==> src/design/dpmppt_pkg.sv <==
// ----------------------------------------------------------------------------
// Dual-panel MPPT package
// Shared widths, reset values and lane types for the perturb-and-observe core.
// ----------------------------------------------------------------------------
package dpmppt_pkg;

  // Fixed field widths.
  localparam int unsigned FieldWidth = 16;
  localparam int unsigned PowerWidth = 32;
  localparam int unsigned DutyWidth  = 8;

  // Default number of sample bits that enter the power product.
  localparam int unsigned SampleWidthDefault = 16;

  // Reset values.
  localparam logic [DutyWidth-1:0]  DutyStepReset = 8'h06;
  localparam logic [DutyWidth-1:0]  DutyReset     = 8'h3F;
  localparam logic [PowerWidth-1:0] PowerReset    = 32'hFFFF_FFFF;

  // Pipeline control handed to each lane.
  typedef struct packed {
    logic load;     // a sample word enters the product register
    logic advance;  // the product register moves on and the state updates
  } lane_ctrl_t;

  // What one lane found for the current word.
  typedef struct packed {
    logic [DutyWidth-1:0] duty;
    logic                 dir;
  } lane_result_t;

endpackage

==> src/design/dual_panel_mppt_perturb_observe_core.sv <==
// ----------------------------------------------------------------------------
// Dual-panel perturb-and-observe MPPT core
// Tracks the maximum power point of two solar panels, X and Y, in two lanes.
// ----------------------------------------------------------------------------
// Usage:
// - The input channel (in_valid_i / in_ready_o) takes one word holding the
//   voltage and current samples of both panels.
// - The output channel (out_valid_o / out_ready_i) returns one word per input
//   word: the new duty cycle and direction of each panel.
// - The configuration channel (cfg_valid_i / cfg_ready_o) writes the duty
//   step; it is always ready. The user must see that it is written only while
//   the core is idle; the core itself does not enforce this.
// - An accepted word loads the product register of each lane's multiplier
//   (SampleWidth x SampleWidth, 16x16 by default); the compare-and-step logic
//   then loads the output register. Throughput is one word per cycle while
//   the receiver does not stall; the stored power of each lane is updated by
//   the step logic in order, so consecutive words flow freely.
// - Reset clears the pipeline, sets both stored powers to all ones, both
//   directions to 0, both duties to 63 and the duty step to 6.
// - When the receiver stalls, the output word holds, the product stage
//   fills, and then in_ready_o drops until the output is taken.
// ----------------------------------------------------------------------------
module dual_panel_mppt_perturb_observe_core #(
  parameter int unsigned SampleWidth = dpmppt_pkg::SampleWidthDefault
) (
  input  logic                               clk_i,
  input  logic                               rst_ni,
  // Configuration write channel.
  input  logic                               cfg_valid_i,
  output logic                               cfg_ready_o,
  input  logic [dpmppt_pkg::DutyWidth-1:0]   cfg_data_i,
  // Input channel.
  input  logic                               in_valid_i,
  output logic                               in_ready_o,
  input  logic [dpmppt_pkg::FieldWidth-1:0]  x_panel_volts_i,
  input  logic [dpmppt_pkg::FieldWidth-1:0]  x_panel_amps_i,
  input  logic [dpmppt_pkg::FieldWidth-1:0]  y_panel_volts_i,
  input  logic [dpmppt_pkg::FieldWidth-1:0]  y_panel_amps_i,
  // Output channel.
  output logic                               out_valid_o,
  input  logic                               out_ready_i,
  output logic [dpmppt_pkg::DutyWidth-1:0]   x_duty_out_o,
  output logic [dpmppt_pkg::DutyWidth-1:0]   y_duty_out_o,
  output logic                               x_dir_out_o,
  output logic                               y_dir_out_o
);
  import dpmppt_pkg::*;

  logic [DutyWidth-1:0] duty_step_val_q;
  logic                 prod_valid_q;
  logic                 can_load;
  lane_ctrl_t           ctrl;
  lane_result_t         x_result, y_result;

  // Duty step register.
  assign cfg_ready_o = 1'b1;

  always_ff @(posedge clk_i or negedge rst_ni) begin
    if (!rst_ni) begin
      duty_step_val_q <= DutyStepReset;
    end else if (cfg_valid_i) begin
      duty_step_val_q <= cfg_data_i;
    end
  end

  // Product stage occupancy and pipeline control.
  assign ctrl.advance = prod_valid_q && can_load;
  assign in_ready_o   = !prod_valid_q || ctrl.advance;
  assign ctrl.load    = in_valid_i && in_ready_o;

  always_ff @(posedge clk_i or negedge rst_ni) begin
    if (!rst_ni) begin
      prod_valid_q <= 1'b0;
    end else if (in_ready_o) begin
      prod_valid_q <= in_valid_i;
    end
  end

  // One lane per panel.
  dpmppt_lane #(
    .SampleWidth(SampleWidth)
  ) u_lane_x (
    .clk_i       (clk_i),
    .rst_ni      (rst_ni),
    .ctrl_i      (ctrl),
    .volts_i     (x_panel_volts_i),
    .amps_i      (x_panel_amps_i),
    .duty_step_i (duty_step_val_q),
    .result_o    (x_result)
  );

  dpmppt_lane #(
    .SampleWidth(SampleWidth)
  ) u_lane_y (
    .clk_i       (clk_i),
    .rst_ni      (rst_ni),
    .ctrl_i      (ctrl),
    .volts_i     (y_panel_volts_i),
    .amps_i      (y_panel_amps_i),
    .duty_step_i (duty_step_val_q),
    .result_o    (y_result)
  );

  // Output register joins both lanes.
  dpmppt_merge u_merge (
    .clk_i        (clk_i),
    .rst_ni       (rst_ni),
    .load_i       (ctrl.advance),
    .x_result_i   (x_result),
    .y_result_i   (y_result),
    .out_ready_i  (out_ready_i),
    .out_valid_o  (out_valid_o),
    .can_load_o   (can_load),
    .x_duty_out_o (x_duty_out_o),
    .y_duty_out_o (y_duty_out_o),
    .x_dir_out_o  (x_dir_out_o),
    .y_dir_out_o  (y_dir_out_o)
  );

endmodule

==> src/design/dpmppt_lane.sv <==
// ----------------------------------------------------------------------------
// Dual-panel MPPT tracking lane
// Registers one panel's power product, then compares it with the stored
// power, toggles the direction on a drop and steps the duty cycle.
// ----------------------------------------------------------------------------
module dpmppt_lane #(
  parameter int unsigned SampleWidth = dpmppt_pkg::SampleWidthDefault
) (
  input  logic                                clk_i,
  input  logic                                rst_ni,
  input  dpmppt_pkg::lane_ctrl_t              ctrl_i,
  input  logic [dpmppt_pkg::FieldWidth-1:0]   volts_i,
  input  logic [dpmppt_pkg::FieldWidth-1:0]   amps_i,
  input  logic [dpmppt_pkg::DutyWidth-1:0]    duty_step_i,
  output dpmppt_pkg::lane_result_t            result_o
);
  import dpmppt_pkg::*;

  localparam int unsigned ProdWidth = 2 * SampleWidth;

  logic [ProdWidth-1:0]  prod_d, prod_q;
  logic [PowerWidth-1:0] power;
  logic [PowerWidth-1:0] prev_power_q;
  logic                  dir_q, dir_d;
  logic [DutyWidth-1:0]  duty_q, duty_d;

  // Product stage: only the low sample bits take part.
  assign prod_d = ProdWidth'(volts_i[SampleWidth-1:0]) * ProdWidth'(amps_i[SampleWidth-1:0]);

  always_ff @(posedge clk_i) begin
    if (ctrl_i.load) begin
      prod_q <= prod_d;
    end
  end

  // Observe and perturb: a drop in power reverses the direction.
  assign power  = PowerWidth'(prod_q);
  assign dir_d  = (power < prev_power_q) ? ~dir_q : dir_q;
  assign duty_d = dir_d ? (duty_q + duty_step_i) : (duty_q - duty_step_i);

  // Tracking state, updated once per word in order.
  always_ff @(posedge clk_i or negedge rst_ni) begin
    if (!rst_ni) begin
      prev_power_q <= PowerReset;
      dir_q        <= 1'b0;
      duty_q       <= DutyReset;
    end else if (ctrl_i.advance) begin
      prev_power_q <= power;
      dir_q        <= dir_d;
      duty_q       <= duty_d;
    end
  end

  assign result_o.duty = duty_d;
  assign result_o.dir  = dir_d;

endmodule

==> src/design/dpmppt_merge.sv <==
// ----------------------------------------------------------------------------
// Dual-panel MPPT result merge
// Joins the results of both lanes into one output word and holds it in the
// output register until the receiver takes it.
// ----------------------------------------------------------------------------
module dpmppt_merge (
  input  logic                               clk_i,
  input  logic                               rst_ni,
  input  logic                               load_i,
  input  dpmppt_pkg::lane_result_t           x_result_i,
  input  dpmppt_pkg::lane_result_t           y_result_i,
  input  logic                               out_ready_i,
  output logic                               out_valid_o,
  output logic                               can_load_o,
  output logic [dpmppt_pkg::DutyWidth-1:0]   x_duty_out_o,
  output logic [dpmppt_pkg::DutyWidth-1:0]   y_duty_out_o,
  output logic                               x_dir_out_o,
  output logic                               y_dir_out_o
);
  import dpmppt_pkg::*;

  logic         valid_q, valid_d;
  lane_result_t x_q, y_q;

  // The register takes a new word when it is empty or being drained.
  assign can_load_o = !valid_q || out_ready_i;

  always_comb begin
    valid_d = valid_q;
    if (load_i) begin
      valid_d = 1'b1;
    end else if (out_ready_i) begin
      valid_d = 1'b0;
    end
  end

  always_ff @(posedge clk_i or negedge rst_ni) begin
    if (!rst_ni) begin
      valid_q <= 1'b0;
    end else begin
      valid_q <= valid_d;
    end
  end

  // Payload needs no reset.
  always_ff @(posedge clk_i) begin
    if (load_i) begin
      x_q <= x_result_i;
      y_q <= y_result_i;
    end
  end

  assign out_valid_o  = valid_q;
  assign x_duty_out_o = x_q.duty;
  assign y_duty_out_o = y_q.duty;
  assign x_dir_out_o  = x_q.dir;
  assign y_dir_out_o  = y_q.dir;

endmodule

==> config.mk <==
export PLATFORM = sky130hd
export DESIGN_NAME = dual_panel_mppt_perturb_observe_core
export DESIGN_NICKNAME = d
export VERILOG_FILES = /design/src/design/dpmppt_pkg.sv /design/src/design/dual_panel_mppt_perturb_observe_core.sv /design/src/design/dpmppt_lane.sv /design/src/design/dpmppt_merge.sv
export SDC_FILE = /design/constraint.sdc
export NUM_CORES = 2
export LEC_CHECK = 0
export BUFFER_PORTS_ARGS = -buffer_cell sky130_fd_sc_hd__buf_2
export CAP_MARGIN = 20
export CORE_ASPECT_RATIO = 0.7
export CORE_MARGIN = 4
export CORE_UTILIZATION = 25
export DETAILED_ROUTE_END_ITERATION = 7
export PLACE_DENSITY = 0.45
export SYNTH_ARGS = -nofsm -noshare
export SYNTH_HDL_FRONTEND = slang
export SYNTH_HIERARCHICAL = 1
export SYNTH_SLANG_ARGS = --single-unit
==> constraint.sdc <==
create_clock -name clk_i -period 7.8 [get_ports clk_i]
set_clock_uncertainty 0.1 [all_clocks]
set_input_delay 0.39 -clock clk_i [delete_from_list [all_inputs] [get_ports clk_i]]
set_output_delay 0.39 -clock clk_i [all_outputs]
set_load 0.005 [all_outputs]
; ---- Word level (Yosys, flattened, before mapping)
; Cells that the tools add are included.
[classes]
n_addsub = 4
multipliers = 2
n_lt_le_gt_ge = 2
muxes = 6
bitwise = 2
reduce_logical = 7
[op_table]
columns = op, n
row1 = $lt A32 B32 Y1, 2
row2 = $mul A16 B16 Y32, 2
row3 = $add A8 B8 Y8, 2
row4 = $mux W8, 2
row5 = $sub A8 B8 Y8, 2
row6 = $mux W1, 4
row7 = $logic_and A1 B1 Y1, 2
row8 = $logic_not A1 Y1, 2
row9 = $logic_or A1 B1 Y1, 2
row10 = $not A1 Y1, 2
row11 = $reduce_bool A2 Y1, 1
[word_totals]
register_bits = 174
input_bits = 77
wordCells = 38

; ---- Depth between registers and ports, before layout
[depth]
depth_word = 5
depth_mapped = 23
mapped_depth_nobuf = 22

; ---- By module
; The synthesis kept the hierarchy.
[modules_own_cells]
columns = module, instances, cells_per_inst, area_per_inst_um2, seq_area_each_um2
row1 = dpmppt_lane (u_lane_y), 1, 1294, 12263.0, 2034.5
row2 = dpmppt_lane (u_lane_x), 1, 1291, 12112.9, 2034.5
row3 = dpmppt_merge, 1, 21, 588.1, 565.5
row4 = dual_panel_mppt_perturb_observe_core, 1, 24, 395.4, 227.7

; ---- Least setup slack after synthesis
; No wires, ideal clock.
[synth_path]
path_kind = input to register
startpoint = input port y_panel_volts_i[7] (netlist name)
endpoint = register u_lane_y.prod_q[30] (netlist: u_lane_y/power[30]), data pin
setup_ns = 0.207
t_arrival_ns = 5.966
required_time_ns = 7.493
path_slack_ns = 1.527
stages = 23
path_buffers = 1
path_cell_list = clkbuf_1 > nand2_1 > fa_1 > inv_1 > fa_1 > inv_1 > fa_1 > inv_1 > fa_1 > fa_1 > inv_1 > fa_1 > inv_1 > ha_1 > a21o_1 > a21oi_1 > o22ai_1 > a2111oi_2 > o31ai_1 > a21oi_1 > o21bai_2 > mux2i_1 > a2111oi_0
[synth_via]
elab_chain_cells = 1
[synth_lines]
columns = element, line_no
row1 = from (decl), dual_panel_mppt_perturb_observe_core.sv:37  ; input logic [dpmppt_pkg::FieldWidth-1:0] y_panel_volts_i,
row2 = $mul A16 B16 Y32, dpmppt_lane.sv:28  ; assign prod_d = ProdWidth'(volts_i[SampleWidth-1:0]) * ProdWidth'(amps_i[SampleWidth-1:0]);
row3 = net u_lane_y.prod_d[30], dpmppt_lane.sv:21  ; logic [ProdWidth-1:0] prod_d, prod_q;
row4 = to (signal assigned), dpmppt_lane.sv:32  ; prod_q <= prod_d;
row5 = to (decl), dpmppt_lane.sv:21
; The timed path passes the listed nets, and every way through them passes these cells.
; A chain may end at the register's enable or synchronous reset.

; ---- Worst setup path after layout
[layout_path]
startpoint = input port x_panel_volts_i[7] (netlist name)
endpoint = register u_lane_x.prod_q[30] (netlist: u_lane_x/power[30]), data pin
[layout_via]
elab_chain_cells = 1
[layout_lines]
columns = element, line_no
row1 = from (decl), dual_panel_mppt_perturb_observe_core.sv:35  ; input logic [dpmppt_pkg::FieldWidth-1:0] x_panel_volts_i,
row2 = $mul A16 B16 Y32, dpmppt_lane.sv:28
row3 = net u_lane_x.prod_d[30], dpmppt_lane.sv:21
row4 = to (signal assigned), dpmppt_lane.sv:32
row5 = to (decl), dpmppt_lane.sv:21
; The timed path passes the listed nets, and every way through them passes these cells.

==> results.py <==
metrics = {
    "outcome": {
        "status": "finished clean",
    },
    "route": {
        "vias_per_cell": 4.22,
        "drt-initial-drc-count": 913,
        "first_pass_iters": 5,
        "wl_per_cell_um": 14.5,
        "drt_wl_total_um": 58200,
        "ant_nets": 0,
        "vias": 17000,
        "drc": 0,
    },
    "synth": {
        "synth_nets": 3383,
        "synth-edff-count": 82,
        "yosysWarnings": 6,
        "yosysTopAreaCell": "fa_1",
        "netlist.area_leader.share_pct": 30.8,
        "synth-seq-cells": 174,
        "synthDistinctLibCells": 82,
        "ys.flop_type": "edfxtp_1",
        "synth.top_cells.by_area": "fa_1, ha_1, edfxtp_1",
        "syn_inst": 2630,
        "async_flop_share_pct": 52.9,
        "syn_area_um2": 25400,
        "seq_area_frac_synth_pct": 19.2,
        "avgSynthCellArea_um2": 9.64,
    },
    "die": {
        "io_pins": 98,
        "die_area_um2": 107000,
        "die_x_um": 389,
        "start_util_pct": 25.3,
        "coreArea_um2": 100000,
        "die_h_um": 274,
        "core.rowCount": 97,
    },
    "sta": {
        "max_clock_freq_ghz": 0.154,
        "setup_violations": 0,
        "relSlewSlack_pct": 40.9,
        "finalCritPeriodShare_pct": 83.0,
        "setup_ws_ns": 1.33,
        "period_minus_slack_ns": 6.47,
        "worstMarginPinSlew_ns": 0.886,
        "rsz0062_at_grt": "false",
        "finalSetupTns_ns": 0,
        "drv_slew": 0,
        "finalHoldViolCount": 0,
    },
    "worst_setup_path": {
        "cp-start-kind": "input pin",
        "end_kind": "flip-flop",
        "worstPathRequired_ns": 7.89,
        "cp.arrival_ns": 6.56,
        "critPathTopFamily": "adder cells",
        "max_stage_delay_ns": 0.54,
        "path_common_cell": "fa_1",
        "cp_max_fo": 16,
        "cp_slowest_cell": "fa_1",
        "timing.critical_path.buf_inv": 5,
        "crit_chain": "buf_2, and2_1, fa_1, inv_1, fa_1, fa_1, inv_1, fa_1, fa_1, inv_1, fa_1, inv_1, ha_1, a21oi_1, o21ai_0, a221oi_1, o31a_1, o21ai_0, o41ai_1, o31ai_1, xor2_1",
        "critPathKind": "in -> reg",
    },
    "clocking": {
        "cts_root_buffer": "clkbuf_16",
        "cts_buffers": 17,
        "clk_pin_slew_ns": 0.07,
        "cts_resized": 0,
        "cts.sinks": 174,
        "htreeDepth": 4,
        "cts_tree": "built",
        "clkLatencyLatePin_ns": 0.45,
        "post_cts_buffers": 0,
        "cts-hold-fix-buffers": 1,
        "cts_max_path_buffers": 2,
    },
    "place": {
        "preCtsSetupSlack_ns": 0.864,
        "dp_hpwl_um": 46800,
        "io_buffers": 96,
        "gp_congestion": 0.771,
    },
    "final_layout": {
        "final_core_util_pct": 27.7,
        "drive_gt1_share_pct": 9.82,
        "final_net_count": 3418,
        "areaGrowthSynthToFinish_pct": 9.75,
    },
    "global_routing": {
        "grt.overflow.total": 0,
        "grt_pass1_vias": 17600,
        "grt_start_max_net_pins": 82,
        "grt_use_total_pct": 11.3,
        "grt_pass1_wl_um": 97800,
        "antenna_found_initial": 0,
    },
    "job": {
        "max_cap_violations": 0,
    },
    "min_path": {
        "worstHoldPathType": "in -> reg",
    },
}
## worst register-to-register path: cells and delay by family, from the launching register on
family	cells	cell delay, ns
flip-flops	1	0.52
adder cells (fa/ha/maj)	2	0.57
XOR/XNOR	3	0.89
buffers and inverters	1	0.04
AO/OA/AOI/OAI	8	2.13
AND/OR/NAND/NOR	2	0.52
multiplexers	2	0.54
## worst paths after layout
check                                          start                   endpoint  slack (ns)  cells after the start
max                               x_panel_volts_i[7]         u_lane_x/power[30]        1.33                     21
min reg2reg                       u_lane_x/duty_q[7]         u_lane_x/duty_q[7]        0.39                      1
max in group asynchronous                     rst_ni  u_lane_x/prev_power_q[23]        6.08                      3
min                                       in_valid_i               prod_valid_q        0.05                      2
min in group asynchronous                     rst_ni        u_merge/out_valid_o        0.42                      2
max reg2reg                u_lane_x/prev_power_q[19]         u_lane_x/duty_q[7]        2.37                     18
## synth_stat cells, types with 4 or more instances
master and n:
o21a_1 7, mux2i_1 4, and3_1 7, o21bai_1 7
a21oi_1 71, o21ai_0 88, xnor2_1 58, clkbuf_1 80
mux2_4 8, a31oi_1 12, nor2b_1 9, nand4_1 10
inv_1 529, nand3_1 14, nor3_1 17, xor2_1 24
mux2_2 18, edfxtp_1 82, fa_1 390, nand2_1 359
and2_1 255, dfrtp_1 14, a21o_1 57, nand2b_1 6
ha_1 286, nor2_1 47, o211ai_1 5, o2111ai_1 4
dfstp_2 78
## sequential cells by signal, summed over array words and instances, names as in the netlist, 8 cells and up
register,flops
u_lane_x/power,32
u_lane_x/prev_power_q,32
u_lane_y/power,32
u_lane_y/prev_power_q,32
duty_step_val_q,8
u_lane_x/duty_q,8
u_lane_y/duty_q,8
u_merge/x_duty_out_o,8
u_merge/y_duty_out_o,8
## per-layer routing
metal	vias up	GRT usage, %	part of all wire, %
met1	8438	18.3	55
met4	0	1.04	0.42
met3	16	1.52	3.2
met2	228	16.4	41
li1	8273	-	-
met5	-	0	0
## area by class of cell
cell class,instances,area [um2]
Antenna cell,1,2.50
Clock buffer,17,425
Clock inverter,15,176
Fill cell,10700,72500
Inverter,529,1990
Multi-Input combinational cell,1840,18200
Sequential cell,174,4860
Tap cell,1336,1670
Timing Repair Buffer,103,538
## stage by stage
step,std cells,hold WS [ns],instance area (um2)
after floorplan,2630,-0.00559,25400
after global placement,3981,0.373,27200
after detailed placement,3981,0.377,27200
after CTS,4014,0.0174,27800
after global routing,4014,0.0427,27800
final,4015,0.0528,27800
## logic make-up (layout without fill, tap and decap cells)
logic type	after synthesis	count (layout)	share of synthesized area, %
simple gates	747	747	14.4
other cells	1	2	0.0148
compound gates	301	301	7.78
fa+ha+maj	676	676	44.9
buf+inv	616	664	9.19
flops	174	174	19.2
xor+xnor	85	85	3.08
mux	30	30	1.43
## placed cells by master (no fill, tap or decap), drive strengths merged, types with 8 or more instances in the layout
cell type and count:
inv 535, fa 390, nand2 360, ha 286, and2 255, buf 102, o21ai 91, edfxtp 82
dfstp 78, a21oi 74, a21o 59, xnor2 58, nor2 48, mux2 26, xor2 25, clkbuf 17
nor3 17, dfrtp 14, nand3 14, a31oi 12, nand4 10, nor2b 9, o21bai 8, nand2b 8
Power is not shown: default switching activity piles up to over one toggle a cycle in this logic, so the estimate is an artifact.
